[config.mk]
export PLATFORM = sky130hd
export DESIGN_NAME = pobr_sqrt
export DESIGN_NICKNAME = d
export VERILOG_FILES = /design/src/design/pobr_pkg.sv /design/src/design/pobr_delay.sv /design/src/design/pobr_sqrt.sv
export SDC_FILE = /design/constraint.sdc
export NUM_CORES = 1
export LEC_CHECK = 0
export BUFFER_PORTS_ARGS = -buffer_cell sky130_fd_sc_hd__buf_2
export CORE_UTILIZATION = 62
export CTS_CLUSTER_DIAMETER = 40
export DETAILED_ROUTE_END_ITERATION = 7
export PLACE_DENSITY = 0.87
export REMOVE_ABC_BUFFERS = 1
export SLEW_MARGIN = 20
export SYNTH_ARGS = -nofsm -noshare
export SYNTH_HDL_FRONTEND = slang
export SYNTH_HIERARCHICAL = 1
export SYNTH_SLANG_ARGS = --single-unit
[constraint.sdc]
create_clock -name clk -period 4.2 [get_ports clk]
set_input_delay 0.63 -clock clk [delete_from_list [all_inputs] [get_ports clk]]
set_output_delay 0.63 -clock clk [all_outputs]
set_load 0.02 [all_outputs]
[src/design/pobr_pkg.sv]
`timescale 1ns / 1ps
// Shared types, widths and constants for the pixel offset to range and bearing block.
// No dependencies; every other design file but pobr_delay imports this package.
package pobr_pkg;

    // Port and field widths
    localparam int FRAME_W  = 12;
    localparam int COORD_W  = 11;
    localparam int DIST_W   = 16;
    localparam int BEAR_W   = 16;

    // Offset and square widths
    localparam int DX_W     = 13;
    localparam int MAG_W    = 12;
    localparam int SQR_W    = 2 * MAG_W;
    localparam int SUM_W    = SQR_W + 1;

    // Square root pipeline: radicand is the sum scaled by 256, padded to an even width
    localparam int RAD_W    = 34;
    localparam int SQ_DIG   = RAD_W / 2;
    localparam int SQ_REM_W = SQ_DIG + 4;
    localparam int SQ_LAT   = SQ_DIG + 2;

    // CORDIC datapath
    localparam int ANG_FRAC  = 16;
    localparam int CD_W      = 31;
    localparam int Z_W       = 25;
    localparam int ATAN_W    = 22;
    localparam int ATAN_N    = 24;
    localparam int DEG90_Q88 = 23040;

    // Defaults
    localparam int CORDIC_STAGES_DEF = 16;
    localparam int COORD_BITS_DEF    = 11;
    localparam logic [FRAME_W-1:0] IMG_WIDTH_RESET  = 12'd640;
    localparam logic [FRAME_W-1:0] IMG_HEIGHT_RESET = 12'd480;

    typedef enum logic [0:0] {
        CFG_IMG_WIDTH  = 1'b0,
        CFG_IMG_HEIGHT = 1'b1
    } cfg_index_t;

    typedef struct packed {
        logic dx_zero;
        logic ady_zero;
        logic dx_neg;
    } pobr_flags_t;

    // atan(2^-i) in degrees, units of 2^-16 degree
    localparam logic [ATAN_W-1:0] ATAN_TAB [ATAN_N] = '{
        22'd2949120, 22'd1740967, 22'd919879, 22'd466945,
        22'd234379,  22'd117304,  22'd58666,  22'd29335,
        22'd14668,   22'd7334,    22'd3667,   22'd1833,
        22'd917,     22'd458,     22'd229,    22'd115,
        22'd57,      22'd29,      22'd14,     22'd7,
        22'd4,       22'd2,       22'd1,      22'd0
    };

endpackage

[src/design/pobr_delay.sv]
`timescale 1ns / 1ps
// Fixed-length delay line for a valid bit and its payload, used to align pipeline branches.
// Depends on nothing.
module pobr_delay #(
    parameter int W     = 16,
    parameter int DEPTH = 1
) (
    input  logic         clk,
    input  logic         rst_n,
    input  logic         valid_in,
    input  logic [W-1:0] data_in,
    output logic         valid_out,
    output logic [W-1:0] data_out
);

    generate
        if (DEPTH == 0)
        begin : g_none
            assign valid_out = valid_in;
            assign data_out  = data_in;
        end
        else
        begin : g_line
            logic [DEPTH-1:0] vld_reg;
            logic [W-1:0]     data_reg [DEPTH];

            always_ff @(posedge clk or negedge rst_n)
            begin
                if (!rst_n)
                begin
                    vld_reg <= '0;
                end
                else
                begin
                    vld_reg[0] <= valid_in;
                    for (int i = 1; i < DEPTH; i++)
                    begin
                        vld_reg[i] <= vld_reg[i-1];
                    end
                end
            end

            always_ff @(posedge clk)
            begin
                data_reg[0] <= data_in;
                for (int i = 1; i < DEPTH; i++)
                begin
                    data_reg[i] <= data_reg[i-1];
                end
            end

            assign valid_out = vld_reg[DEPTH-1];
            assign data_out  = data_reg[DEPTH-1];
        end
    endgenerate

endmodule

[src/design/pobr_sqrt.sv]
`timescale 1ns / 1ps
// Pipelined digit-by-digit square root of 256*(dx^2 + dy^2), rounded to nearest and
// saturated to Q12.4. Depends on pobr_pkg and pobr_delay.
module pobr_sqrt #(
    parameter int PAD = 0
) (
    input  logic                          clk,
    input  logic                          rst_n,
    input  logic                          valid_in,
    input  logic [pobr_pkg::SQR_W-1:0]    sqx,
    input  logic [pobr_pkg::SQR_W-1:0]    sqy,
    output logic                          valid_out,
    output logic [pobr_pkg::DIST_W-1:0]   distance
);
    import pobr_pkg::*;

    logic [SQ_REM_W-1:0] rem_reg  [0:SQ_DIG];
    logic [SQ_DIG-1:0]   root_reg [0:SQ_DIG];
    logic [RAD_W-1:0]    rad_reg  [0:SQ_DIG];
    logic [SQ_DIG:0]     vld_reg;

    logic                round_up;
    logic [SQ_DIG:0]     rounded;
    logic [DIST_W-1:0]   dist_next;
    logic [DIST_W-1:0]   dist_reg;
    logic                vld_out_reg;

    always_ff @(posedge clk or negedge rst_n)
    begin
        if (!rst_n)
        begin
            vld_reg     <= '0;
            vld_out_reg <= 1'b0;
        end
        else
        begin
            vld_reg     <= {vld_reg[SQ_DIG-1:0], valid_in};
            vld_out_reg <= vld_reg[SQ_DIG];
        end
    end

    // Stage 0: load the radicand
    always_ff @(posedge clk)
    begin
        rem_reg[0]  <= '0;
        root_reg[0] <= '0;
        rad_reg[0]  <= {1'b0, SUM_W'(sqx) + SUM_W'(sqy), 8'h00};
    end

    // One result bit per stage, most significant first
    generate
        for (genvar k = 1; k <= SQ_DIG; k++)
        begin : g_digit
            logic [SQ_REM_W-1:0] rem_sh;
            logic [SQ_REM_W-1:0] trial;
            logic                fits;

            assign rem_sh = {rem_reg[k-1][SQ_REM_W-3:0], rad_reg[k-1][RAD_W-1 -: 2]};
            assign trial  = SQ_REM_W'({root_reg[k-1], 2'b01});
            assign fits   = (rem_sh >= trial);

            always_ff @(posedge clk)
            begin
                rem_reg[k]  <= fits ? (rem_sh - trial) : rem_sh;
                root_reg[k] <= {root_reg[k-1][SQ_DIG-2:0], fits};
                rad_reg[k]  <= {rad_reg[k-1][RAD_W-3:0], 2'b00};
            end
        end
    endgenerate

    // Round to nearest: remainder above root means the true root is past the half step
    always_comb
    begin
        round_up  = (rem_reg[SQ_DIG] > SQ_REM_W'(root_reg[SQ_DIG]));
        rounded   = {1'b0, root_reg[SQ_DIG]} + (SQ_DIG + 1)'(round_up);
        dist_next = (rounded[SQ_DIG:DIST_W] != '0) ? {DIST_W{1'b1}} : rounded[DIST_W-1:0];
    end

    always_ff @(posedge clk)
    begin
        dist_reg <= dist_next;
    end

    pobr_delay #(
        .W     (DIST_W),
        .DEPTH (PAD)
    ) u_align (
        .clk       (clk),
        .rst_n     (rst_n),
        .valid_in  (vld_out_reg),
        .data_in   (dist_reg),
        .valid_out (valid_out),
        .data_out  (distance)
    );

endmodule

### Yosys cells after proc, flatten, opt, wreduce, memory -nomap -nowiden

Memory sizes are Yosys's and may differ from the RTL's.
Index checks and enable logic that the tools add are counted.

* $add $sub $neg: 19
* reduce and logical (&&, ||, !) cells: 1
* divide/modulo/power cells: 0
* eq/ne operators: 0
* multiplexer cells: 17
* multiply operators: 0
* shift-type cells: 0
* bitwise gates (word level): 0
* $lt $le $gt $ge: 18

Operators by type and width (count)
* greater-or-equal comparator 21 x 19 -> 1 bit: 17
* 2-to-1 mux 21 bit: 17
* subtractor 21 x 19 -> 21 bit: 17
* adder 24 x 24 -> 25 bit: 1
* > comparator 21 x 17 -> 1 bit: 1
* adder 17 x 1 -> 18 bit: 1
* nonzero test 2 bit: 1

* memory bits (read-only): 0
* register bits: 35
* input port bits: 51
* output and inout bits: 17
* bits in latches: 0
* memories kept: 3
* bits in writable memories: 1260

Memory list
* rad_reg: words 18, bits a word 32, read ports 17, clocked after Yosys merged registers in 0, write ports 18, RTL line pobr_sqrt.sv:19 `logic [RAD_W-1:0] rad_reg [0:SQ_DIG];`
* rem_reg: words 18, bits a word 21, read ports 18, clocked after Yosys merged registers in 0, write ports 18, RTL line pobr_sqrt.sv:17 `logic [SQ_REM_W-1:0] rem_reg [0:SQ_DIG];`
* root_reg: words 18, bits a word 17, read ports 18, clocked after Yosys merged registers in 0, write ports 18, RTL line pobr_sqrt.sv:18 `logic [SQ_DIG-1:0] root_reg [0:SQ_DIG];`

### Logic depth before layout (Yosys ltp)

An unclocked memory read counts as a cell.

* word-level depth: 4
* depth in mapped cells: 18

### Cells and area by module

The synthesis kept the hierarchy.

By module, submodules not included
* pobr_sqrt: sequential area each 13347.8 um2, area each 26350.3 um2, times used 1, cells each 2661
* pobr_delay: sequential area each 0.0 um2, area each 127.6 um2, times used 1, cells each 17

### Least setup slack after synthesis

No wires, ideal clock.

* kind: register -> register
* start point: mem root_reg[17][1] (netlist bit)
* end point: reg dist_reg[10]
* arrival: 3.034 ns
* library setup time: 0.129 ns
* path buffers: 2
* slack: 1.037 ns
* stages on the path, launching flop included: 19
* cell sequence: dfxtp_1 > inv_1 > ha_1 > nor2b_1 > o21a_1 > o21ai_0 > nand2b_1 > a21oi_1 > nor3_1 > o21ai_0 > a21oi_1 > ha_1 > ha_1 > and3_1 > clkbuf_1 > nand3_1 > mux2i_1 > clkbuf_1 > nand2_1

RTL lines
* start: declaration: RTL line pobr_sqrt.sv:18
* end signal: assignment: RTL line pobr_sqrt.sv:81 `dist_reg <= dist_next;`
* end: declaration: RTL line pobr_sqrt.sv:25 `logic [DIST_W-1:0] dist_reg;`

==> metrics.md <==
| Metric | Value |
|---|---|
| Util after Layout | 0.710 |
| Number of H-tree levels | 3 |
| Register area share after synthesis | 0.504 |
| Initial DRC count | 1044 |
| Root Driver | clkbuf_16 |
| Synth Area in Compound Gates | 0.126 |
| Slew Limit Fails | 0 |
| PortBufs | 67 |
| Antenna Cells | 0 |
| TritonCTS clock tree | done |
| Max-cap viol count | 0 |
| Post-Syn Area | 26500 um^2 |
| Stages on worst setup path | 10 |
| Total GRT Usage | 0.243 |
| Worst-margin pin slew | 857 ps |
| Vias in the first global route | 19000 |
| DR pass1 iterations | 5 |
| Area share of the largest cell type after synthesis | 0.486 |
| Clock Skew | 27.7 ps |
| F_max | 0.305 GHz |
| Initial core utilization | 0.630 |
| Hold Vio Cnt, Final | 0 |
| Deepest clock path buffer count | 3 |
| Synth Register Bits | 662 |
| Vias per cell | 5.56 |
| Post-synthesis instance total | 2678 |
| Crit path largest cell delay | 540 ps |
| CP endpoint kind | register |
| Hold WS | 153 ps |
| Largest net degree at the start of global routing | 30 |
| Core Footprint | 42000 um^2 |
| Clk slew on worst S/H paths | 60 ps |
| Simple-gate share of the synthesized area | 0.127 |
| Grt ovf | 0 |
| YS warnings | 6 |
| XOR/XNOR Fraction of Synth Area | 0.0804 |
| Most frequent cells in the layout | dfxtp_1, inv_1, ha_1, nor2_1, nand2_1 |
| Die Height | 209 um |
| Placer Congestion | 0.879 |
| Asr flop ratio synth | 0.0287 |
| Via count | 18800 |
| Yosys top cell by area | dfxtp_1 |
| Die ar. | 43500 um^2 |
| Largest register FFs | 293 |
| Adder and majority gate portion of the synthesized area | 0.101 |
| Status | finished clean |
| Hold buffers post-CTS | 1 |
| Buf/Inv on CP | 1 |
| Total power | 21500 uW |
| Final setup TNS | 0 ps |
| Layout cell share with drive strength beyond 1 | 0.0934 |
| Arr. time, crit path | 3740 ps |
| CTS Sinks | 662 |
| Area growth syn-to-layout | 12.7% |
| RSZ-0062 raised after global routing | false |
| R2R depth | 10 |
| Main combinational cell family by area after synthesis | simple AND/OR/NAND/NOR gates |
| Crit path max-delay cell type | nand2_1 |
| Largest delay share family, worst path | simple AND/OR/NAND/NOR gates |
| DR DRC count | 0 |
| Period minus WS final | 3280 ps |
| Post-CTS resize count | 0 |
| Hold path depth | 1 |
| Period utilization | 0.781 |
| VDD IR max | 0.401 mV |
| Multiplexer share of the synthesized area | 0.0167 |
| Critical Path RT | 4660 ps |
| Initial antenna violation count | 1 |
| ANT nets after route | 0 |
| Post-CTS Setup Inserts | 0 |
| Num CTS Buffers | 78 |
| Post-place instance area | 27300 um^2 |
| Site row count | 75 |
| Hold WC Path Type | input port to register |
| Routed len/inst | 15.7 um |
| Post-synth EDFFs | 0 |
| Die Width | 209 um |
| Synth top area cells | dfxtp_1, ha_1, xnor2_1, xor2_1, inv_1 |
| Power per Cell Area | 719 nW/um^2 |
| Total Wirelength | 52.9 mm |
| Leakage | 0.0143 uW |
| IO Pins | 68 |
| Setup CP Type | register to register |
| Global-route wire length before repair | 87.4 mm |
| Nets@finish | 3038 |
| CP startpoint kind | register |
| Crit path max fanout | 23 |
| Final setup violation count | 0 |
| Layout Cell Area excl Fill | 29800 um^2 |
| HPWL Detailed | 37.6 mm |
| Rel. slew slack | 0.429 |
| Top FF cell, synth | dfxtp_1 |
| Count of different cell masters after synthesis | 73 |
| Clock Latency Late Sink | 610 ps |
| Most common cell after layout, fill and taps aside | dfxtp_1 |
| Post-Syn Area per Cell | 9.89 um^2 |
| Critical Path, Cell by Cell | inv_1, ha_1, or3_1, o22ai_1, o221ai_1, a221oi_1, nand2_1, nand2b_1, a2111oi_0, xor2_1 |
## per-layer routing
| layer | vias to the layer above | share of wire | GRT usage | wire length, um |
|---|---|---|---|---|
| met4 | 2 | 0.036 | 0.109 | 1910 |
| li1 | 9319 | - | - | - |
| met1 | 8871 | 0.41 | 0.271 | 21900 |
| met5 | - | 0.00017 | 0 | 9 |
| met3 | 149 | 0.037 | 0.0406 | 1960 |
| met2 | 429 | 0.51 | 0.450 | 27100 |
## layout make-up
| cell class | instances | area, um^2 |
|---|---|---|
| clock buffer | 89 | 2040 |
| clock inverter | 52 | 514 |
| fill | 2943 | 12200 |
| inverter | 233 | 875 |
| multi-input combinational | 1723 | 12000 |
| sequential | 662 | 13300 |
| tap | 539 | 674 |
| timing repair buffer | 78 | 420 |
## cell usage after synthesis, types with 16 or more instances
cell      number
nand4_1       16
and3_1        16
a21oi_1      158
nand2_1      184
mux2_2        31
o31ai_1       16
nor4_1        36
xor2_1       106
o21ai_0      150
a21o_1        68
ha_1         206
nor2b_1       37
nor2_1       187
xnor2_1      137
nand3_1       47
dfrtp_1       19
o21a_1        43
or3_1         23
buf_4         18
nand2b_1      31
nor3_1        55
clkbuf_1      34
dfxtp_1      643
inv_1        232
## power by group
part           internal, uW  total, uW  leakage, uW  switching (uW)
registers              8140       9310      0.00560            1170
logic                  2590       5650      0.00744            3060
clock network          3780       6500      0.00125            2720
total                 14500      21500       0.0143            6950
## cell families after synthesis
kind of cell / Yosys count
xor gates and xnor gates: 243
DFF: 662
adders and majority gates: 211
AOI/OAI and AO/OA: 536
muxes: 40
buffers and inverters: 293
and+or+nand+nor: 692
other: 1
## through the flow
step	worst slack (ps)	std cells
after floorplan	966	2618
after global placement	1030	3234
after detailed placement	962	3234
after CTS	979	3376
after global routing	659	3376
final	918	3376
## worst paths after layout
check	from	endpoint	slack [ps]
min in group asynchronous	rst_n	vld_reg[17]	500
worst min-delay path	valid_in	vld_reg[0]	150
worst max-delay path	root_reg[11][1]	rem_reg[12][15]	920
worst max register to register	root_reg[11][1]	rem_reg[12][15]	920
max in group asynchronous	rst_n	vld_reg[3]	3400
worst min register to register	rad_reg[2][9]	rad_reg[3][11]	320
(Power assumes the default switching activity.)
