$ cat config.mk
export PLATFORM = sky130hd
export DESIGN_NAME = pobr_cordic
export DESIGN_NICKNAME = d
export VERILOG_FILES = /design/src/design/pobr_pkg.sv /design/src/design/pobr_delay.sv /design/src/design/pobr_cordic.sv
export SDC_FILE = /design/constraint.sdc
export NUM_CORES = 2
export LEC_CHECK = 0
export BUFFER_PORTS_ARGS = -buffer_cell sky130_fd_sc_hd__buf_2
export CAP_MARGIN = 20
export CELL_PAD_IN_SITES_DETAIL_PLACEMENT = 0
export CELL_PAD_IN_SITES_GLOBAL_PLACEMENT = 1
export CORE_ASPECT_RATIO = 0.8
export CORE_MARGIN = 4
export CORE_UTILIZATION = 45
export DETAILED_ROUTE_END_ITERATION = 7
export PLACE_DENSITY = 0.83
export SYNTH_ARGS = -nofsm -noshare
export SYNTH_HDL_FRONTEND = slang
export SYNTH_HIERARCHICAL = 1
export SYNTH_SLANG_ARGS = --single-unit
export TNS_END_PERCENT = 100
$ cat constraint.sdc
create_clock -name clk -period 4.8 [get_ports clk]
set_clock_uncertainty 0.2 [all_clocks]
set_input_delay 0.24 -clock clk [delete_from_list [all_inputs] [get_ports clk]]
set_output_delay 0.24 -clock clk [all_outputs]
set_load 0.1 [all_outputs]
$ cat src/design/pobr_pkg.sv
`timescale 1ns / 1ps
// Shared types, widths and constants for the pixel offset to range and bearing block.
// No dependencies; every other design file but pobr_delay imports this package.
package pobr_pkg;

    // Port and field widths
    localparam int FRAME_W  = 12;
    localparam int COORD_W  = 11;
    localparam int DIST_W   = 16;
    localparam int BEAR_W   = 16;

    // Offset and square widths
    localparam int DX_W     = 13;
    localparam int MAG_W    = 12;
    localparam int SQR_W    = 2 * MAG_W;
    localparam int SUM_W    = SQR_W + 1;

    // Square root pipeline: radicand is the sum scaled by 256, padded to an even width
    localparam int RAD_W    = 34;
    localparam int SQ_DIG   = RAD_W / 2;
    localparam int SQ_REM_W = SQ_DIG + 4;
    localparam int SQ_LAT   = SQ_DIG + 2;

    // CORDIC datapath
    localparam int ANG_FRAC  = 16;
    localparam int CD_W      = 31;
    localparam int Z_W       = 25;
    localparam int ATAN_W    = 22;
    localparam int ATAN_N    = 24;
    localparam int DEG90_Q88 = 23040;

    // Defaults
    localparam int CORDIC_STAGES_DEF = 16;
    localparam int COORD_BITS_DEF    = 11;
    localparam logic [FRAME_W-1:0] IMG_WIDTH_RESET  = 12'd640;
    localparam logic [FRAME_W-1:0] IMG_HEIGHT_RESET = 12'd480;

    typedef enum logic [0:0] {
        CFG_IMG_WIDTH  = 1'b0,
        CFG_IMG_HEIGHT = 1'b1
    } cfg_index_t;

    typedef struct packed {
        logic dx_zero;
        logic ady_zero;
        logic dx_neg;
    } pobr_flags_t;

    // atan(2^-i) in degrees, units of 2^-16 degree
    localparam logic [ATAN_W-1:0] ATAN_TAB [ATAN_N] = '{
        22'd2949120, 22'd1740967, 22'd919879, 22'd466945,
        22'd234379,  22'd117304,  22'd58666,  22'd29335,
        22'd14668,   22'd7334,    22'd3667,   22'd1833,
        22'd917,     22'd458,     22'd229,    22'd115,
        22'd57,      22'd29,      22'd14,     22'd7,
        22'd4,       22'd2,       22'd1,      22'd0
    };

endpackage

$ cat src/design/pobr_delay.sv
`timescale 1ns / 1ps
// Fixed-length delay line for a valid bit and its payload, used to align pipeline branches.
// Depends on nothing.
module pobr_delay #(
    parameter int W     = 16,
    parameter int DEPTH = 1
) (
    input  logic         clk,
    input  logic         rst_n,
    input  logic         valid_in,
    input  logic [W-1:0] data_in,
    output logic         valid_out,
    output logic [W-1:0] data_out
);

    generate
        if (DEPTH == 0)
        begin : g_none
            assign valid_out = valid_in;
            assign data_out  = data_in;
        end
        else
        begin : g_line
            logic [DEPTH-1:0] vld_reg;
            logic [W-1:0]     data_reg [DEPTH];

            always_ff @(posedge clk or negedge rst_n)
            begin
                if (!rst_n)
                begin
                    vld_reg <= '0;
                end
                else
                begin
                    vld_reg[0] <= valid_in;
                    for (int i = 1; i < DEPTH; i++)
                    begin
                        vld_reg[i] <= vld_reg[i-1];
                    end
                end
            end

            always_ff @(posedge clk)
            begin
                data_reg[0] <= data_in;
                for (int i = 1; i < DEPTH; i++)
                begin
                    data_reg[i] <= data_reg[i-1];
                end
            end

            assign valid_out = vld_reg[DEPTH-1];
            assign data_out  = data_reg[DEPTH-1];
        end
    endgenerate

endmodule

$ cat src/design/pobr_cordic.sv
`timescale 1ns / 1ps
// Unrolled CORDIC in vectoring mode: bearing atan(dx/|dy|) in degrees, rounded to Q8.8,
// clamped, with the axis and reference-point cases. Depends on pobr_pkg and pobr_delay.
module pobr_cordic #(
    parameter int CORDIC_STAGES = pobr_pkg::CORDIC_STAGES_DEF,
    parameter int PAD           = 0
) (
    input  logic                              clk,
    input  logic                              rst_n,
    input  logic                              valid_in,
    input  logic signed [pobr_pkg::DX_W-1:0]  dx,
    input  logic [pobr_pkg::MAG_W-1:0]        ady,
    input  pobr_pkg::pobr_flags_t             flags,
    output logic                              valid_out,
    output logic signed [pobr_pkg::BEAR_W-1:0] bearing,
    output logic                              angle_undefined
);
    import pobr_pkg::*;

    localparam int N = CORDIC_STAGES;
    localparam logic signed [Z_W-1:0] POS90 = Z_W'(DEG90_Q88);
    localparam logic signed [Z_W-1:0] NEG90 = -POS90;
    localparam logic signed [Z_W-1:0] HALF_LSB = Z_W'(1 << (ANG_FRAC - 9));

    logic signed [CD_W-1:0] x_reg [0:N];
    logic signed [CD_W-1:0] y_reg [0:N];
    logic signed [Z_W-1:0]  z_reg [0:N];
    pobr_flags_t            fl_reg [0:N];
    logic [N:0]             vld_reg;

    logic signed [Z_W-1:0]    z_rnd;
    logic signed [Z_W-1:0]    z_q;
    logic signed [BEAR_W-1:0] bear_next;
    logic                     undef_next;
    logic signed [BEAR_W-1:0] bear_reg;
    logic                     undef_reg;
    logic                     vld_out_reg;
    logic [BEAR_W:0]          out_data;

    always_ff @(posedge clk or negedge rst_n)
    begin
        if (!rst_n)
        begin
            vld_reg     <= '0;
            vld_out_reg <= 1'b0;
        end
        else
        begin
            vld_reg     <= {vld_reg[N-1:0], valid_in};
            vld_out_reg <= vld_reg[N];
        end
    end

    // Stage 0: vector (|dy|, dx) scaled by 2^16
    always_ff @(posedge clk)
    begin
        x_reg[0]  <= CD_W'({1'b0, ady}) <<< ANG_FRAC;
        y_reg[0]  <= CD_W'(dx) <<< ANG_FRAC;
        z_reg[0]  <= '0;
        fl_reg[0] <= flags;
    end

    // One micro-rotation per stage, driving y towards zero
    generate
        for (genvar k = 1; k <= N; k++)
        begin : g_iter
            localparam int I = k - 1;
            logic signed [CD_W-1:0] xs;
            logic signed [CD_W-1:0] ys;
            logic signed [Z_W-1:0]  step;

            assign xs   = x_reg[k-1] >>> I;
            assign ys   = y_reg[k-1] >>> I;
            assign step = $signed(Z_W'(ATAN_TAB[I]));

            always_ff @(posedge clk)
            begin
                if (!y_reg[k-1][CD_W-1])
                begin
                    x_reg[k] <= x_reg[k-1] + ys;
                    y_reg[k] <= y_reg[k-1] - xs;
                    z_reg[k] <= z_reg[k-1] + step;
                end
                else
                begin
                    x_reg[k] <= x_reg[k-1] - ys;
                    y_reg[k] <= y_reg[k-1] + xs;
                    z_reg[k] <= z_reg[k-1] - step;
                end
                fl_reg[k] <= fl_reg[k-1];
            end
        end
    endgenerate

    // Round into Q8.8 (ties upward), clamp, then override on the axes
    always_comb
    begin
        z_rnd      = z_reg[N] + HALF_LSB;
        z_q        = z_rnd >>> (ANG_FRAC - 8);
        undef_next = fl_reg[N].dx_zero && fl_reg[N].ady_zero;
        if (fl_reg[N].dx_zero)
        begin
            bear_next = '0;
        end
        else if (fl_reg[N].ady_zero)
        begin
            bear_next = fl_reg[N].dx_neg ? BEAR_W'(NEG90) : BEAR_W'(POS90);
        end
        else if (z_q > POS90)
        begin
            bear_next = BEAR_W'(POS90);
        end
        else if (z_q < NEG90)
        begin
            bear_next = BEAR_W'(NEG90);
        end
        else
        begin
            bear_next = BEAR_W'(z_q);
        end
    end

    always_ff @(posedge clk)
    begin
        bear_reg  <= bear_next;
        undef_reg <= undef_next;
    end

    pobr_delay #(
        .W     (BEAR_W + 1),
        .DEPTH (PAD)
    ) u_align (
        .clk       (clk),
        .rst_n     (rst_n),
        .valid_in  (vld_out_reg),
        .data_in   ({undef_reg, bear_reg}),
        .valid_out (valid_out),
        .data_out  (out_data)
    );

    assign angle_undefined = out_data[BEAR_W];
    assign bearing         = $signed(out_data[BEAR_W-1:0]);

endmodule

Word-level counts from Yosys, hierarchy flattened
Memories as Yosys holds them, arrays and structs flattened.
Cells that the tools add are included.
{ "classes": {"addsub": 96, "mul": 0, "div": 0, "magnitude_cmp": 2, "n_eq_ne": 0, "shift": 0, "mux": 84, "bitwise": 48, "reduce_logical": 1} }
{ "ops": {"columns": ["cell", "count"], "rows": [
  ["31-bit 2-to-1 mux", 32],
  ["25-bit 2-to-1 mux", 16],
  ["16-bit 2-to-1 mux", 4],
  ["31-bit by 16-bit adder with 31-bit output", 2],
  ["31-bit by 17-bit adder with 31-bit output", 2],
  ["31-bit by 18-bit adder with 31-bit output", 2],
  ["31-bit by 19-bit adder with 31-bit output", 2],
  ["31-bit by 20-bit adder with 31-bit output", 2],
  ["31-bit by 21-bit adder with 31-bit output", 2],
  ["31-bit by 22-bit adder with 31-bit output", 2],
  ["31-bit by 23-bit adder with 31-bit output", 2],
  ["31-bit by 24-bit adder with 31-bit output", 2],
  ["31-bit by 25-bit adder with 31-bit output", 2],
  ["31-bit by 26-bit adder with 31-bit output", 2],
  ["31-bit by 27-bit adder with 31-bit output", 2],
  ["31-bit by 28-bit adder with 31-bit output", 2],
  ["31-bit by 29-bit adder with 31-bit output", 2],
  ["31-bit by 30-bit adder with 31-bit output", 2],
  ["31-bit by 16-bit subtractor with 31-bit output", 2],
  ["31-bit by 17-bit subtractor with 31-bit output", 2],
  ["31-bit by 18-bit subtractor with 31-bit output", 2],
  ["31-bit by 19-bit subtractor with 31-bit output", 2],
  ["31-bit by 20-bit subtractor with 31-bit output", 2],
  ["31-bit by 21-bit subtractor with 31-bit output", 2],
  ["other kinds (48)", 137]
]} }
{ "word_totals": {"regBits": 35, "latch_bits": 0, "ram_bits": 1530, "rom_bits": 0, "inputBits": 31, "out_inout_bits": 18, "wordCells": 239, "mem_count": 4} }
{ "memory_table": {"columns": ["memory", "words", "word_bits", "rd", "rd_ports_with_merged_regs", "write_ports", "line_no", "text"], "rows": [
  ["x_reg", 17, 31, 16, 0, 17, "pobr_cordic.sv:25", "logic signed [CD_W-1:0] x_reg [0:N];"],
  ["y_reg", 17, 31, 16, 0, 17, "pobr_cordic.sv:26", "logic signed [CD_W-1:0] y_reg [0:N];"],
  ["z_reg", 17, 25, 17, 0, 17, "pobr_cordic.sv:27", "logic signed [Z_W-1:0] z_reg [0:N];"],
  ["fl_reg", 17, 3, 17, 0, 17, "pobr_cordic.sv:28", "pobr_flags_t fl_reg [0:N];"]
]} }

Longest topological paths before layout
An unclocked memory read counts as a cell.
{ "depth": {"word_depth": 6, "depth_mapped": 22, "ltp_nobuf": 21} }

Modules after synthesis
The synthesis kept the hierarchy.
{ "by_module_without_submodules": {"columns": ["module", "n_inst", "cells_each", "area_per_inst_um2", "seq_area_each_um2"], "rows": [
  ["pobr_cordic", 1, 9736, 83059.7, 23712.7],
  ["pobr_delay", 1, 18, 135.1, 0.0]
]} }

Worst setup path after synthesis
No wires, ideal clock.
{ "synth_timing": {"path_type": "reg-to-reg", "from": "mem y_reg[12][16]", "to": "mem x_reg[13][29]", "setup_ps": 123, "arrival_ps": 4247, "t_required_ps": 4477, "slack_ps": 230, "stages_incl_launch_ff": 22, "path_buffers": 2, "period_less_slack_ps": 4570, "cell_sequence": "dfxtp_1 > nor3_1 > nand2_1 > nor4_1 > nand2b_1 > nor4_1 > and2_1 > clkbuf_1 > nor2_1 > xnor2_1 > ha_1 > clkbuf_1 > a21o_1 > a2111oi_0 > or3_1 > a21oi_1 > a311o_1 > a2111oi_2 > nor3b_1 > a311oi_1 > o21bai_1 > xor2_1"} }
{ "synth_lines": {"columns": ["item", "line_no"], "rows": [
  ["start: declaration", "pobr_cordic.sv:26"],
  ["end: declaration", "pobr_cordic.sv:25"]
]} }

==> flow_metrics.tcl <==
set metrics [dict create \
    use_met2_pct 34.2 \
    cts-htree-levels 3 \
    final_common_cell "dfxtp_1" \
    ys_seq_area_share_pct 28.5 \
    cp_cell_sequence "nor3_2, nand2_1, or3_1, nor3_1, nand2_1, o41ai_1, xor2_1, ha_1, and2_1, nand4_1, a311oi_2, o221ai_1, o211ai_1, nor4_1, a311o_1" \
    dp_hpwl_um 170000 \
    drt-initial-drc-count 4456 \
    cp-end-kind "register" \
    die_height_um 393 \
    cts_sinks 1180 \
    clk_pin_slew_ns 0.07 \
    synthSimpleGateAreaFrac_pct 16.1 \
    synth_xor_area_share_pct 14.4 \
    setup_viol 0 \
    numCtsBuffers 120 \
    clk_path_buf_depth 3 \
    grt_pass1_vias 65838 \
    crit_path_start_kind "register" \
    grt_pass1_wl_um 341000 \
    path_class "reg -> reg" \
    drc 0 \
    ctsRootBufferMaster "clkbuf_16" \
    ys_ff_latch 1180 \
    synth_top_family_by_area "compound AO/OA/AOI/OAI gates" \
    finalMaxSlewViolations 0 \
    syn-cell-area_um2 83200 \
    die_area_um2 192000 \
    grt_overflow_total 0 \
    ys_types 101 \
    grt_use_met3_pct 2.88 \
    cp_slowest_stage_delay_ns 0.42 \
    antenna_left 0 \
    grt_max_degree 43 \
    ys.flop_type "dfxtp_1" \
    layout_common_cells "dfxtp_1 (1151), ha_1 (1128), nor2_1 (1008)" \
    finalHoldViolations 0 \
    worst_pin_slew_ns 0.972 \
    hp-class "reg -> reg" \
    crit_top_cell "nand2_1" \
    yosys_warnings 6 \
    rows 140 \
    async_reset_ff_share_pct 1.53 \
    maxCapViolCount 0 \
    start_util_pct 45.5 \
    port_buffers 48 \
    drt-wirelength-per-cell_um 16.7 \
    die_w_um 489 \
    synth_compound_area_share_pct 19.8 \
    via_per_inst 5.53 \
    insertion_delay_ns 0.77 \
    cp.required_ns 5.24 \
    routed_wl_um 210000 \
    status "finished, final reports clean" \
    grt_antenna_before_repair 2 \
    cts_tree "yes" \
    largest_register_ffs 387 \
    vias 69305 \
    diodes 0 \
    synth_top_area_share_pct 28.0 \
    top_usage_layer "met2" \
    slowest_stage "ha_1" \
    crit_path_max_fanout 6 \
    fp.coreArea_um2 183000 \
    firstDrtPassIters 6 \
    ioPinCount 49 \
    syn_avg_cell_area_um2 8.53 \
    synth_fa_ha_area_share_pct 17.8 \
    fmax_ghz 0.220 \
    gp_congestion 0.916 \
    nets 11203 \
    worstPathArrival_ns 4.99 \
    synth_mux_area_share_pct 0.681 \
    grt.total_usage_pct 21.3 \
    drive_gt1_share_pct 6.13 \
    yosys-top-cells-area "dfxtp_1 (28%), ha_1 (17%), xnor2_1 (9.3%), a21oi_1 (5.6%), xor2_1 (5.0%)" \
    fin_crit_sh_pct 94.7 \
    grt_use_met1_pct 30.8 \
    synth_top_area_cell "dfxtp_1" \
    finalCriticalPeriod_ns 4.55 \
    synth-edff-count 0 \
    synthCells 9754 \
    syn_to_final_growth_pct 10.9 \
    finalSetupTns_ns 0 \
    relSlewSlack_pct 34.7 \
]
-- worst paths after layout --
path | from | end | slack [ns] | cells after the start
min in group asynchronous | rst_n | vld_reg[16]$_DFF_PN0_ | 0.50 | 3
max in group asynchronous | rst_n | vld_reg[7]$_DFF_PN0_ | 3.36 | 3
hold reg to reg | fl_reg[6][1]$_DFF_P_ | fl_reg[7][1]$_DFF_P_ | 0.13 | 0
setup / recovery | y_reg[9][17]$_DFF_P_ | x_reg[10][28]$_DFF_P_ | 0.25 | 15
setup reg to reg | y_reg[9][17]$_DFF_P_ | x_reg[10][28]$_DFF_P_ | 0.25 | 15
hold / removal | fl_reg[6][1]$_DFF_P_ | fl_reg[7][1]$_DFF_P_ | 0.13 | 0
-- metal layers --
layer | up-vias | wire, um
met1 | 32509 | 103000
met5 | - | 0
met4 | 0 | 3400
met3 | 243 | 11100
li1 | 35136 | -
met2 | 1417 | 92200
-- synthesized netlist by cell type (29+ instances only) --
cell / count
nor3_1: 316
inv_1: 443
a31oi_1: 104
xnor2_1: 887
and2_1: 57
nand2_1: 548
nor2b_1: 153
o31ai_1: 50
nand3_1: 167
ha_1: 1129
dfxtp_1: 1162
o41ai_1: 30
and3_1: 106
a21o_1: 335
nor4_1: 70
nand4_1: 56
or2_2: 37
nand2b_1: 140
fa_1: 35
nor2_1: 1009
a21oi_1: 934
xor2_1: 479
o21bai_1: 136
mux2_2: 29
a211oi_1: 64
nor3b_1: 36
o21ai_0: 393
o21a_1: 175
or3_1: 68
o211ai_1: 31
clkbuf_1: 96
-- metrics by stage --
| stage | instance area (um^2) | worst slack, ns | hold slack [ns] | utilization (%) | std cells |
|---|---|---|---|---|---|
| 6_report | 92200 | 0.252 | 0.126 | 50.4 | 12530 |
| 5_1_grt | 92200 | -0.0795 | 0.133 | 50.4 | 12530 |
| 4_1_cts | 91900 | 0.00388 | 0.125 | 50.2 | 12527 |
| 3_5_place_dp | 87100 | -0.183 | 0.00609 | 47.6 | 12237 |
| 3_3_place_gp | 87100 | -0.167 | -0.0266 | 47.6 | 12237 |
| 2_1_floorplan | 83200 | 0.230 | -0.256 | - | 9755 |
-- layout make-up --
cell class / instances / area, um^2
flip-flops and latches: 1180 / 23700
multi-input cells: 7994 / 57600
fillers: 17271 / 90600
inverters: 443 / 1660
repair buffers: 269 / 2050
well taps: 2414 / 3020
clock buffers: 150 / 3300
clock inverters: 80 / 896
-- critical path: cells and delay by family, from the launching register on --
family                   cells  cell delay [ns]
flip-flops                   1             0.38
XOR/XNOR                     1             0.15
AND/OR/NAND/NOR              8             1.64
adder cells (fa/ha/maj)      1             0.42
AO/OA/AOI/OAI                5             1.63
-- cell families (layout without fill, tap and decap cells) --
group | count (synthesis) | count (layout)
flip-flops | 1180 | 1180
AND/OR/NAND/NOR | 2836 | 2836
buffers and inverters | 581 | 942
adder cells (fa/ha/maj) | 1164 | 1164
AO/OA/AOI/OAI | 2573 | 2573
other | 1 | 2
XOR/XNOR | 1366 | 1366
multiplexers | 53 | 53
-- repair_timing --
| item | in CTS | in global routing |
|---|---|---|
| hold buffers | 60 | 0 |
| endpoints found under the hold margin | 47 | 0 |
| buffers inserted | 0 | 3 |
| setup endpoints to repair | 8 | 61 |
| gates resized for setup | 3 | 78 |
| pin swaps | 0 | 17 |
Power is left out: the tool's default activity adds up to more than one toggle a clock period on the data nets, which glitch-free logic cannot reach.
