### src/design/pobr_pkg.sv
`timescale 1ns / 1ps
// Shared types, widths and constants for the pixel offset to range and bearing block.
// No dependencies; every other design file but pobr_delay imports this package.
package pobr_pkg;

    // Port and field widths
    localparam int FRAME_W  = 12;
    localparam int COORD_W  = 11;
    localparam int DIST_W   = 16;
    localparam int BEAR_W   = 16;

    // Offset and square widths
    localparam int DX_W     = 13;
    localparam int MAG_W    = 12;
    localparam int SQR_W    = 2 * MAG_W;
    localparam int SUM_W    = SQR_W + 1;

    // Square root pipeline: radicand is the sum scaled by 256, padded to an even width
    localparam int RAD_W    = 34;
    localparam int SQ_DIG   = RAD_W / 2;
    localparam int SQ_REM_W = SQ_DIG + 4;
    localparam int SQ_LAT   = SQ_DIG + 2;

    // CORDIC datapath
    localparam int ANG_FRAC  = 16;
    localparam int CD_W      = 31;
    localparam int Z_W       = 25;
    localparam int ATAN_W    = 22;
    localparam int ATAN_N    = 24;
    localparam int DEG90_Q88 = 23040;

    // Defaults
    localparam int CORDIC_STAGES_DEF = 16;
    localparam int COORD_BITS_DEF    = 11;
    localparam logic [FRAME_W-1:0] IMG_WIDTH_RESET  = 12'd640;
    localparam logic [FRAME_W-1:0] IMG_HEIGHT_RESET = 12'd480;

    typedef enum logic [0:0] {
        CFG_IMG_WIDTH  = 1'b0,
        CFG_IMG_HEIGHT = 1'b1
    } cfg_index_t;

    typedef struct packed {
        logic dx_zero;
        logic ady_zero;
        logic dx_neg;
    } pobr_flags_t;

    // atan(2^-i) in degrees, units of 2^-16 degree
    localparam logic [ATAN_W-1:0] ATAN_TAB [ATAN_N] = '{
        22'd2949120, 22'd1740967, 22'd919879, 22'd466945,
        22'd234379,  22'd117304,  22'd58666,  22'd29335,
        22'd14668,   22'd7334,    22'd3667,   22'd1833,
        22'd917,     22'd458,     22'd229,    22'd115,
        22'd57,      22'd29,      22'd14,     22'd7,
        22'd4,       22'd2,       22'd1,      22'd0
    };

endpackage

### src/design/pobr_front.sv
`timescale 1ns / 1ps
// Front end: forms the offsets from the bottom-centre reference point, then their squares.
// Depends on pobr_pkg.
module pobr_front #(
    parameter int COORD_BITS = pobr_pkg::COORD_BITS_DEF
) (
    input  logic                              clk,
    input  logic                              rst_n,
    input  logic                              valid_in,
    input  logic [pobr_pkg::COORD_W-1:0]      x_pos,
    input  logic [pobr_pkg::COORD_W-1:0]      y_pos,
    input  logic [pobr_pkg::FRAME_W-1:0]      img_width,
    input  logic [pobr_pkg::FRAME_W-1:0]      img_height,
    output logic                              valid_out,
    output logic signed [pobr_pkg::DX_W-1:0]  dx,
    output logic [pobr_pkg::MAG_W-1:0]        ady,
    output pobr_pkg::pobr_flags_t             flags,
    output logic [pobr_pkg::SQR_W-1:0]        sqx,
    output logic [pobr_pkg::SQR_W-1:0]        sqy
);
    import pobr_pkg::*;

    localparam logic [COORD_W-1:0] COORD_MASK = COORD_W'((32'd1 << COORD_BITS) - 32'd1);

    logic [COORD_W-1:0]      xm;
    logic [COORD_W-1:0]      ym;
    logic signed [DX_W-1:0]  dx_next;
    logic signed [DX_W-1:0]  dy_next;
    logic [MAG_W-1:0]        ady_next;
    pobr_flags_t             flags_next;

    logic                    vld_a_reg;
    logic signed [DX_W-1:0]  dx_a_reg;
    logic [MAG_W-1:0]        ady_a_reg;
    pobr_flags_t             flags_a_reg;
    logic [MAG_W-1:0]        adx_a;

    logic                    vld_b_reg;
    logic signed [DX_W-1:0]  dx_b_reg;
    logic [MAG_W-1:0]        ady_b_reg;
    pobr_flags_t             flags_b_reg;
    logic [SQR_W-1:0]        sqx_reg;
    logic [SQR_W-1:0]        sqy_reg;

    // Stage A: offsets
    always_comb
    begin
        xm      = x_pos & COORD_MASK;
        ym      = y_pos & COORD_MASK;
        dx_next = $signed({2'b00, img_width[FRAME_W-1:1]}) - $signed({2'b00, xm});
        dy_next = $signed({1'b0, img_height}) - $signed({2'b00, ym});
        ady_next = dy_next[DX_W-1] ? MAG_W'(-dy_next) : MAG_W'(dy_next);
        flags_next.dx_zero  = (dx_next == '0);
        flags_next.ady_zero = (dy_next == '0);
        flags_next.dx_neg   = dx_next[DX_W-1];
    end

    always_ff @(posedge clk or negedge rst_n)
    begin
        if (!rst_n)
        begin
            vld_a_reg <= 1'b0;
            vld_b_reg <= 1'b0;
        end
        else
        begin
            vld_a_reg <= valid_in;
            vld_b_reg <= vld_a_reg;
        end
    end

    always_ff @(posedge clk)
    begin
        dx_a_reg    <= dx_next;
        ady_a_reg   <= ady_next;
        flags_a_reg <= flags_next;
    end

    // Stage B: squares of the magnitudes
    assign adx_a = flags_a_reg.dx_neg ? MAG_W'(-dx_a_reg) : MAG_W'(dx_a_reg);

    always_ff @(posedge clk)
    begin
        dx_b_reg    <= dx_a_reg;
        ady_b_reg   <= ady_a_reg;
        flags_b_reg <= flags_a_reg;
        sqx_reg     <= adx_a * adx_a;
        sqy_reg     <= ady_a_reg * ady_a_reg;
    end

    assign valid_out = vld_b_reg;
    assign dx        = dx_b_reg;
    assign ady       = ady_b_reg;
    assign flags     = flags_b_reg;
    assign sqx       = sqx_reg;
    assign sqy       = sqy_reg;

endmodule

### config.mk
export PLATFORM = sky130hd
export DESIGN_NAME = pobr_front
export DESIGN_NICKNAME = d
export VERILOG_FILES = /design/src/design/pobr_pkg.sv /design/src/design/pobr_front.sv
export SDC_FILE = /design/constraint.sdc
export NUM_CORES = 1
export LEC_CHECK = 0
export BUFFER_PORTS_ARGS = -buffer_cell sky130_fd_sc_hd__buf_4
export CAP_MARGIN = 0
export CORE_MARGIN = 2
export CORE_UTILIZATION = 45
export DETAILED_ROUTE_END_ITERATION = 6
export PLACE_DENSITY = 0.66
export SETUP_SLACK_MARGIN = 0.5
export SLEW_MARGIN = 10
export SYNTH_ARGS = -nofsm -noshare
export SYNTH_HDL_FRONTEND = slang
export SYNTH_SLANG_ARGS = --single-unit
### constraint.sdc
create_clock -name clk -period 12.6 [get_ports clk]
set_input_delay 2.52 -clock clk [delete_from_list [all_inputs] [get_ports clk]]
set_output_delay 2.52 -clock clk [all_outputs]
set_load 0.02 [all_outputs]
; ---- After elaboration in Yosys (flattened, before gate mapping)
; Index checks and enable logic that the tools add are counted.
[op_classes]
addsub = 4
multipliers = 2
n_div = 0
n_lt_le_gt_ge = 0
eq_ne = 0
shifts = 0
n_mux = 2
n_bitwise = 0
n_reduce_logical = 2
[ops]
columns = op, count
row1 = 12-bit by 12-bit multiplier with 24-bit output, 2
row2 = 13-bit zero test, 2
row3 = 12-bit two-way mux, 2
row4 = 12-bit negation, 2
row5 = 12-bit by 11-bit subtractor with 13-bit output, 1
row6 = 11-bit by 11-bit subtractor with 12-bit output, 1
[word_totals]
reg_bits = 104
latchBits = 0
ram_bits = 0
romBits = 0
input_bits = 49
out_inout_bits = 77
wordCells = 24
memories = 0

; ---- Longest topological paths before layout
; Gate-level depths: netlist of run 1.
[logic_depth]
word_depth = 3
ltp_mapped = 26
mapped_depth_nobuf = 26

; ---- Worst setup path after synthesis of run 1
; Ideal clock, no wire load.
[synth_timing]
path_type = register to register
start = reg dx_a_reg[0]
end = reg sqx_reg[19], in the netlist sqx[19]
setup_time_ns = 0.072
t_arrival_ns = 5.941
required_time_ns = 12.528
setup_slack_ns = 6.587
path_stages_with_launch = 26
n_path_buf = 0
synth_period_minus_slack_ns = 6.013
path_cell_list = dfxtp_1 clkinv_1 ha_1 nand2b_1 o21ai_0 xnor2_1 inv_1 nor2_1 inv_1 fa_1 inv_1 fa_1 inv_1 fa_1 inv_1 fa_1 inv_1 fa_1 inv_1 ha_1 inv_1 o21ai_0 a21o_1 o21a_1 a311oi_1 xnor2_1
[synth_via]
elab_chain_len = 3
[synth_lines]
columns = element, line
row1 = from (decl), pobr_front.sv:33  ; logic signed [DX_W-1:0] dx_a_reg;
row2 = from (signal assigned), pobr_front.sv:74  ; dx_a_reg <= dx_next;
row3 = 12-bit negation, pobr_front.sv:80  ; assign adx_a = flags_a_reg.dx_neg ? MAG_W'(-dx_a_reg) : MAG_W'(dx_a_reg);
row4 = 12-bit two-way mux (*), pobr_front.sv:80
row5 = 12-bit by 12-bit multiplier with 24-bit output (*), pobr_front.sv:87  ; sqx_reg <= adx_a * adx_a;
row6 = to (signal assigned), pobr_front.sv:87
row7 = to (decl), pobr_front.sv:42  ; logic [SQR_W-1:0] sqx_reg;
; Mark *: on every way between the ends. The rest lies on a longest branch, timed or not.

; ---- Worst setup path after layout of run 1
[layout_timing]
start = reg dx_a_reg[0]
end = reg sqx_reg[22], in the netlist sqx[22]
; The elaborated chain is that of the path after synthesis.

==> metrics.cfg, run 1 <==
[clocking]
cts_setup_buffers = 0
clockRootBuffer = clkbuf_16
cts_tree = built
clock_sinks = 98
cts_buffers = 9
cts_htree_levels = 3
ctsResizeCount = 0
clk_latency_ns = 0.37
hold_buffers = 0
clk_path_buf_depth = 2
clk_pin_slew_ns = 0.08

[place]
dp_hpwl_um = 18900
gp_congestion = 0.850
io_buffer_count = 122
dp.cells = 1632
place_area_um2 = 12400

[worst_setup_path]
crit_type = reg2reg
arrival_ns = 7.28
crit_fanout = 9
cp.required_ns = 12.90
cp-start-kind = flop
cp-end-kind = flop

[global_routing]
grt-ovfl-total = 0
grt_first_pass_wirelength_um = 39200
grt_max_degree = 19
grt_pass1_vias = 8393
grt-busiest-layer = met2
grt_usage_pct = 18.5
grtUsageMet3_pct = 2.57
use_met2_pct = 30.2
use_met1_pct = 25.8
antenna_found_initial = 0

[timing]
skew_ns = 0.0179
finalSetupViolCount = 0
rsz0062_at_grt = no
hold_violations = 0
setup_tns_ns = 0
whs_ns = 0.328
relSlewSlack_pct = 43.0
fmax_ghz = 0.143
worst_pin_slew_ns = 0.852
fin_crit_sh_pct = 55.4
maxSlewViolCount = 0
period_needed_ns = 6.98

[routing]
drtIter0Drc = 294
antenna_left = 0
wirelength_um = 22600
vias_per_cell = 4.90
post_drt_wl_per_cell_um = 13.7
firstDrtPassIters = 6
num_vias = 8076
drc = 0

[synth]
synth-seq-area-share_pct = 17.7
synth_area_um2 = 11200
ys.flop_type = dfxtp_1
synth_common_cells = 281 x inv_1, 160 x fa_1, 134 x ha_1, 96 x dfxtp_1, 67 x nor2_1
synth_area_leaders = fa_1 29%, dfxtp_1 17%, ha_1 15%
postSynthCellCount = 1203
avgSynthCellArea_um2 = 9.28
synth-edff-count = 0
synth_top_area_share_pct = 28.7
yosys_warnings = 0
ys_seq_elements = 98
synth_top_area_cell = fa_1
synth.most_common_cell = inv_1
ys_types = 68
ys_async_sr_fraction_pct = 2.04

[floorplanning]
dieArea_um2 = 26100
fp.coreArea_um2 = 24300
rows = 57
start_util_pct = 45.9
die_w_um = 161
io_pins = 126
die_height_um = 161

[cells_and_area]
final_nets = 1662
area_growth_pct = 13.7
antenna_cells = 0
final_layout_size_suffix_gt1_share_pct = 11.8
seqCellArea_um2 = 1970
multiInputGateArea_um2 = 8020
stdcell_area_um2 = 12700
nFillCells = 2262
instances_no_fill = 1648

[worst_hold_path]
hold_path_class = reg2reg

[run_status]
outcome = complete, no violations

[job]
drv_cap = 0

[stage by stage]
stage	util [%]	worst slack, ns
3_3_place_gp	51.0	5.71
6_report	52.2	5.62
4_1_cts	52.2	5.64
5_1_grt	52.2	5.08
3_5_place_dp	51.0	5.68
2_1_floorplan	-	6.59
[layout make-up]
| class | instances | share of cell area [%] |
|---|---|---|
| Clock buffer | 10 | 1.88 |
| Tap cell | 324 | 3.20 |
| Timing Repair Buffer | 122 | 7.22 |
| Clock inverter | 6 | 0.434 |
| Inverter | 285 | 8.49 |
| Multi-Input combinational cell | 803 | 63.2 |
| Sequential cell | 98 | 15.5 |
[path summary, 6_finish.rpt]
check	cells after the start	startpoint	endpoint	slack (ns)
max in group asynchronous	1	rst_n	vld_a_reg	10.59
hold reg to reg	0	flags_a_reg[2]	flags[2]	0.33
setup reg to reg	22	dx_a_reg[0]	sqx[22]	5.62
hold / removal	0	flags_a_reg[2]	flags[2]	0.33
min in group asynchronous	1	rst_n	valid_out	1.92
setup / recovery	22	dx_a_reg[0]	sqx[22]	5.62
[metal layers]
layer	vias to the layer above	share of wire, %
met5	-	0
met2	183	45
met1	3883	48
met4	0	1.7
met3	26	4.9
li1	3984	-
[layout by cell type, fill, tap and decap left out, drive strengths merged, types with 4 or more instances in the layout]
| cell | synthesis | final |
|---|---|---|
| a211oi | 6 | 6 |
| a21o | 12 | 12 |
| a21oi | 46 | 46 |
| a31oi | 4 | 4 |
| and2 | 48 | 48 |
| and3 | 5 | 5 |
| buf | 7 | 122 |
| clkbuf | 19 | 10 |
| conb | 2 | 11 |
| dfxtp | 96 | 96 |
| fa | 160 | 160 |
| ha | 134 | 134 |
| inv | 282 | 286 |
| nand2 | 67 | 67 |
| nand2b | 11 | 11 |
| nand3 | 5 | 5 |
| nand4 | 5 | 5 |
| nor2 | 67 | 67 |
| nor2b | 13 | 13 |
| nor3 | 12 | 12 |
| o21a | 16 | 16 |
| o21ai | 32 | 32 |
| o21bai | 5 | 5 |
| o31ai | 8 | 8 |
| o41ai | 4 | 4 |
| or3 | 8 | 8 |
| xnor2 | 55 | 55 |
| xor2 | 23 | 23 |
[logic make-up (layout without fill, tap and decap cells)]
family / Yosys count / count (layout) / synth area share (%)
AOI/OAI and AO/OA: 162 / 162 / 9.59
muxes: 4 / 4 / 0.392
other: 2 / 11 / 0.0673
DFF: 98 / 98 / 17.7
and+or+nand+nor: 254 / 254 / 11.5
adders and majority gates: 294 / 294 / 43.7
xor gates and xnor gates: 78 / 78 / 6.36
buffers and inverters: 311 / 423 / 10.7
[critical path, stage by stage, from the launching register on]
cell	delay (ns)
dfxtp_1	0.46
clkinv_1	0.31
ha_1	0.30
nand2b_1	0.25
o41ai_1	0.12
xnor2_1	0.53
inv_1	0.32
nor2_1	0.28
fa_1	0.46
fa_1	0.51
inv_1	0.06
fa_1	0.55
fa_1	0.43
fa_1	0.49
inv_1	0.04
ha_1	0.34
o21a_1	0.13
o21ai_0	0.15
a32oi_1	0.14
a31oi_1	0.48
o221ai_1	0.22
a21oi_1	0.21
xnor2_1	0.13
Power of run 1 is left out: the tool's default activity adds up to more than one toggle a clock period on the data nets, which glitch-free logic cannot reach.
==> run 2: changes to the inputs <==
--- a/config.mk
+++ b/config.mk
@@ -10,7 +10,7 @@
 export CORE_MARGIN = 2
 export CORE_UTILIZATION = 45
 export DETAILED_ROUTE_END_ITERATION = 6
-export PLACE_DENSITY = 0.66
+export PLACE_DENSITY = 0.68
 export SETUP_SLACK_MARGIN = 0.5
 export SLEW_MARGIN = 10
 export SYNTH_ARGS = -nofsm -noshare
==> constraint.sdc (replaced) <==
create_clock -name clk -period 5.63 [get_ports clk]
set_input_delay 1.126 -clock clk [delete_from_list [all_inputs] [get_ports clk]]
set_output_delay 1.126 -clock clk [all_outputs]
set_load 0.02 [all_outputs]
==> metrics.cfg, run 2 (same netlist as run 1, synthesis figures left out) <==
[run_status]
outcome = finished, violations left  ; was complete, no violations
violations = setup timing

[place]
gp_congestion = 0.879  ; was 0.850
io_buffer_count = 122  ; unchanged
dpl_worst_slack_ns = -0.417  ; was 5.68 ns
dp.cells = 1732  ; was 1632
dp_hpwl_um = 20200  ; was 18900 um

[worst_setup_path]
crit_fanout = 4  ; was 9
cp-start-kind = flop  ; unchanged
r2r_slack_ns = -0.21  ; was 5.62 ns
cp-end-kind = flop  ; unchanged
cp.required_ns = 5.89  ; was 12.90 ns
crit_type = reg2reg  ; unchanged
arrival_ns = 6.10  ; was 7.28 ns

[cells_and_area]
instances_no_fill = 1766  ; was 1648
final_nets = 1779  ; was 1662
final_layout_size_suffix_gt1_share_pct = 26.2  ; was 11.8%
layout_common_cells = 266 x inv_1, 226 x buf_4, 154 x fa_1  ; was 281 x inv_1, 160 x fa_1, 134 x ha_1
nFillCells = 2093  ; was 2262
layout_commonest_cell = inv_1  ; unchanged
area_growth_pct = 26.6  ; was 13.7%

[routing]
firstDrtPassIters = 7  ; was 6
drc = 0  ; unchanged
num_vias = 8502  ; was 8076
post_drt_wl_per_cell_um = 13.6  ; was 13.7 um
vias_per_cell = 4.81  ; was 4.90
antenna_left = 0  ; unchanged
wirelength_um = 24100  ; was 22600 um
drtIter0Drc = 331  ; was 294

[clocking]
clockRootBuffer = clkbuf_16  ; unchanged
cts_htree_levels = 3  ; unchanged
clock_sinks = 98  ; unchanged
cts_buffers = 9  ; unchanged
clk_pin_slew_ns = 0.08  ; about the same
clk_path_buf_depth = 2  ; unchanged
hold_buffers = 0  ; unchanged
clk_latency_ns = 0.36  ; was 0.37 ns
cts_tree = built  ; unchanged

[floorplanning]
rows = 57  ; unchanged
die_w_um = 161  ; unchanged
start_util_pct = 45.9  ; unchanged
io_pins = 126  ; unchanged
dieArea_um2 = 26100  ; unchanged
fp.coreArea_um2 = 24300  ; unchanged
die_height_um = 161  ; unchanged

[global_routing]
antenna_found_initial = 1  ; was 0
grt_first_pass_wirelength_um = 41600  ; was 39200 um
grt_usage_pct = 19.7  ; was 18.5%
grt_pass1_vias = 8838  ; was 8393
grt-ovfl-total = 0  ; unchanged
grt_max_degree = 19  ; unchanged

[timing]
skew_ns = 0.00767  ; was 0.0179 ns
maxSlewViolCount = 0  ; unchanged
setup_tns_ns = -1.36  ; was 0 ns
fin_crit_sh_pct = 104  ; was 55.4%
period_needed_ns = 5.84  ; was 6.98 ns
finalWorstSetupSlack_ns = -0.211  ; was 5.62 ns
finalSetupViolCount = 10  ; was 0
whs_ns = 0.341  ; was 0.328 ns
relSlewSlack_pct = 52.0  ; was 43.0%
worst_pin_slew_ns = 0.710  ; was 0.852 ns
hold_violations = 0  ; unchanged
rsz0062_at_grt = yes  ; was no
fmax_ghz = 0.171  ; was 0.143 GHz

[worst_hold_path]
hold_path_class = reg2reg  ; unchanged

[job]
drv_cap = 0  ; unchanged

==> run 2: routing by layer <==
layer	vias up	global-route usage, %	wire length [um]
met5	-	0	0
met4	0	4.55	380
met3	26	2.57	928
met2	156	33.3	11600
met1	4111	26.9	11100
li1	4209	-	-
==> run 2: path summary, 6_finish.rpt <==
path / start / cells after the start / end
max: dx_a_reg[6] / 25 / sqx[14]
min: flags_a_reg[2] / 0 / flags[2]
max reg2reg: dx_a_reg[6] / 25 / sqx[14]
min reg2reg: flags_a_reg[2] / 0 / flags[2]
max in group asynchronous: rst_n / 1 / vld_a_reg
min in group asynchronous: rst_n / 1 / valid_out
==> run 2: critical path, stage by stage, from the launching register on <==
cell     delay [ns]
dfxtp_2        0.32
or4_4          0.53
or2_4          0.28
o31ai_4        0.27
xor2_4         0.21
inv_4          0.07
buf_6          0.13
nand2_4        0.06
fa_1           0.45
fa_1           0.51
inv_1          0.06
fa_1           0.49
fa_1           0.53
inv_2          0.04
fa_1           0.50
inv_2          0.05
ha_4           0.28
o21ai_2        0.06
a32oi_2        0.28
buf_4          0.18
buf_6          0.08
buf_6          0.09
nand2_2        0.05
nand2_2        0.06
a21oi_2        0.06
xnor2_1        0.11
==> run 2: layout make-up <==
| type | count | area, um2 | area share (%) |
|---|---|---|---|
| Multi-Input combinational cell | 803 | 8500 | 60.2 |
| Sequential cell | 98 | 2000 | 14.2 |
| Timing Repair Buffer | 239 | 1850 | 13.1 |
| Inverter | 285 | 1080 | 7.64 |
| Tap cell | 324 | 405 | 2.87 |
| Clock buffer | 10 | 229 | 1.62 |
| Clock inverter | 6 | 56.3 | 0.399 |
| Antenna cell | 1 | 2.50 | 0.0177 |
==> run 2: stage by stage <==
stage          util, %  area, um2
5_1_grt           58.1      14100
6_report          58.1      14100
4_1_cts           57.0      13900
3_3_place_gp      55.0      13400
3_5_place_dp      55.0      13400
2_1_floorplan        -      11400
==> run 2: repair_timing <==
item / 4_1_cts / 5_1_grt
resized for setup: 37 / 55
buffers inserted: 6 / 11
pin swaps: 36 / 50
setup endpoints to repair: 16 / 22
Power of run 2 is left out for the same reason.
==> run 3: changes to the inputs <==
--- a/config.mk
+++ b/config.mk
@@ -7,10 +7,11 @@
 export LEC_CHECK = 0
 export BUFFER_PORTS_ARGS = -buffer_cell sky130_fd_sc_hd__buf_4
 export CAP_MARGIN = 0
+export CORE_ASPECT_RATIO = 1.75
 export CORE_MARGIN = 2
 export CORE_UTILIZATION = 45
 export DETAILED_ROUTE_END_ITERATION = 6
-export PLACE_DENSITY = 0.68
+export PLACE_DENSITY = 0.73
 export SETUP_SLACK_MARGIN = 0.5
 export SLEW_MARGIN = 10
 export SYNTH_ARGS = -nofsm -noshare
==> metrics.cfg, run 3 (same netlist as run 1, synthesis figures left out) <==
[timing]
finalSetupViolCount = 10  ; unchanged
skew_ns = 0.00898  ; was 0.00767 ns
hold_violations = 0  ; unchanged
period_needed_ns = 5.87  ; was 5.84 ns
rsz0062_at_grt = yes  ; unchanged
fin_crit_sh_pct = 104  ; about the same
finalWorstSetupSlack_ns = -0.240  ; was -0.211 ns
relSlewSlack_pct = 40.9  ; was 52.0%
worst_pin_slew_ns = 0.875  ; was 0.710 ns
fmax_ghz = 0.170  ; was 0.171 GHz
maxSlewViolCount = 0  ; unchanged

[worst_setup_path]
cpLargestDelayFamily = adder cells  ; unchanged
cp-end-kind = flop  ; unchanged
crit_fanout = 4  ; unchanged
cp_slowest_cell = fa_1  ; was or4_4
r2r_slack_ns = -0.24  ; was -0.21 ns
crit_buf_inv = 5  ; was 8
crit_chain = or4_4 -> or2_4 -> o31ai_4 -> xor2_4 -> inv_4 -> nand2_4 -> fa_1 -> fa_1 -> inv_1 -> fa_1 -> fa_1 -> inv_2 -> fa_1 -> inv_2 -> ha_4 -> nand4_1 -> inv_1 -> a21o_1 -> nand3b_1 -> o311ai_2 -> a41oi_2
cp_common_cell = fa_1  ; unchanged
cp-start-kind = flop  ; unchanged
max_stage_delay_ns = 0.55  ; was 0.53 ns
crit_type = reg2reg  ; unchanged
r2r-end = sqx[23]  ; was sqx[14]
cp.required_ns = 5.87  ; was 5.89 ns
reg2regPathDepth = 21  ; was 25
r2r_start = dx_a_reg[3]  ; was dx_a_reg[6]
arrival_ns = 6.11  ; was 6.10 ns

[cells_and_area]
antenna_cells = 0  ; was 1
final_nets = 1762  ; was 1779
area_growth_pct = 25.7  ; was 26.6%
layout_common_cells = 263 x inv_1, 209 x buf_4, 153 x fa_1  ; was 266 x inv_1, 226 x buf_4, 154 x fa_1
layout_commonest_cell = inv_1  ; unchanged
final_layout_size_suffix_gt1_share_pct = 25.5  ; was 26.2%

[global_routing]
antenna_found_initial = 0  ; was 1
grt_pass1_vias = 9411  ; was 8838
grt_max_degree = 17  ; was 19
grt_usage_pct = 21.0  ; was 19.7%
grt_first_pass_wirelength_um = 42500  ; was 41600 um
grt-ovfl-total = 0  ; unchanged

[clocking]
clk_path_buf_depth = 2  ; unchanged
cts_tree = built  ; unchanged
cts_buffers = 9  ; unchanged
hold_buffers = 0  ; unchanged
clk_pin_slew_ns = 0.07  ; was 0.08 ns
cts_htree_levels = 3  ; unchanged
clk_latency_ns = 0.38  ; was 0.36 ns
clockRootBuffer = clkbuf_16  ; unchanged
clock_sinks = 98  ; unchanged

[floorplanning]
fp.coreArea_um2 = 24500  ; was 24300 um2
io_pins = 126  ; unchanged
die_w_um = 123  ; was 161 um
dieArea_um2 = 26100  ; about the same
start_util_pct = 45.5  ; was 45.9%
rows = 76  ; was 57
die_height_um = 212  ; was 161 um

[routing]
firstDrtPassIters = 4  ; was 7
met2WireLength_um = 14700  ; was 11600 um
drt-met1-wl_um = 8910  ; was 11100 um
post_drt_wl_per_cell_um = 14.8  ; was 13.6 um
drtIter0Drc = 376  ; was 331
drc = 0  ; unchanged
num_vias = 8677  ; was 8502
wirelength_um = 25700  ; was 24100 um
antenna_left = 0  ; unchanged
wl_met3_um = 1230  ; was 928 um
highest-signal-layer = met4  ; unchanged
vias_per_cell = 5.00  ; was 4.81

[worst_hold_path]
hp-start = flags_a_reg[2]  ; unchanged
hold_path_class = reg2reg  ; unchanged
min_to = flags[2]  ; unchanged
holdPathStages = 0  ; unchanged

[place]
dp_hpwl_um = 21500  ; was 20200 um
dpl_worst_slack_ns = -0.350  ; was -0.417 ns
gp_congestion = 0.927  ; was 0.879
io_buffer_count = 122  ; unchanged

[run_status]
violations = setup timing  ; unchanged
outcome = finished, violations left  ; unchanged

[job]
drv_cap = 0  ; unchanged

## run 3: cell count changes in the layout (fill, tap and decap cells not counted), moves of 3 or more
cell | before | now
a21oi_1 | 34 | 37
a21oi_2 | 12 | 7
buf_4 | 226 | 209
inv_1 | 266 | 263
inv_2 | 15 | 18
nand2_2 | 8 | 5
xnor2_1 | 53 | 50
xnor2_2 | 2 | 5
## run 3: worst reg2reg max path: cells and delay by family (launching register included)
kind | cells | cell delay [ns]
DFF | 1 | 0.32
buffers and inverters | 5 | 0.34
AOI/OAI and AO/OA | 4 | 0.90
and+or+nand+nor | 5 | 1.15
adders and majority gates | 6 | 2.82
xor gates and xnor gates | 1 | 0.23
## run 3: metrics by stage
stage,area (um2),utilization [%],TNS (ns),hold WS (ns),instances
6_report,14000,57.2,-1.70,0.336,1736
5_1_grt,14000,57.2,-3.84,0.344,1736
4_1_cts,13800,56.1,-1.05,0.337,1727
3_5_place_dp,13200,53.8,-2.11,0.319,1699
3_3_place_gp,13200,53.8,-1.38,0.312,1699
2_1_floorplan,11400,-,0,0.310,1212
## run 3: cell type report
| class | count | area, um2 |
|---|---|---|
| Clock buffer | 11 | 243 |
| Clock inverter | 5 | 61.3 |
| Fill cell | 2156 | 10500 |
| Inverter | 285 | 1080 |
| Multi-Input combinational cell | 803 | 8540 |
| Sequential cell | 98 | 2000 |
| Tap cell | 312 | 390 |
| Timing Repair Buffer | 222 | 1720 |
## run 3: what timing repair did
item	in CTS	in global routing
buffers inserted	12	9
pin swaps	44	23
cloned	0	0
setup endpoints to repair	18	21
resized for setup	43	54
## run 3: per-layer routing
metal / GRT usage, % / vias up
li1: - / 4178
met1: 20.6 / 4267
met2: 40.4 / 180
met3: 4.67 / 52
met4: 9.64 / 0
met5: 0 / -
## run 3: worst max path at each step
stage	depth (start not counted)	endpoint	slack, ns	from
CTS	23	sqx[22]	-0.18	dx_a_reg[3]
detailed placement	20	sqx[22]	-0.35	dx_a_reg[6]
finish	21	sqx[23]	-0.24	dx_a_reg[3]
floorplan	22	sqx[23]	0.04	dx_a_reg[6]
global route	21	sqx[23]	-0.45	dx_a_reg[3]
global placement	20	sqx[22]	-0.28	dx_a_reg[6]
Power of run 3 is left out for the same reason.
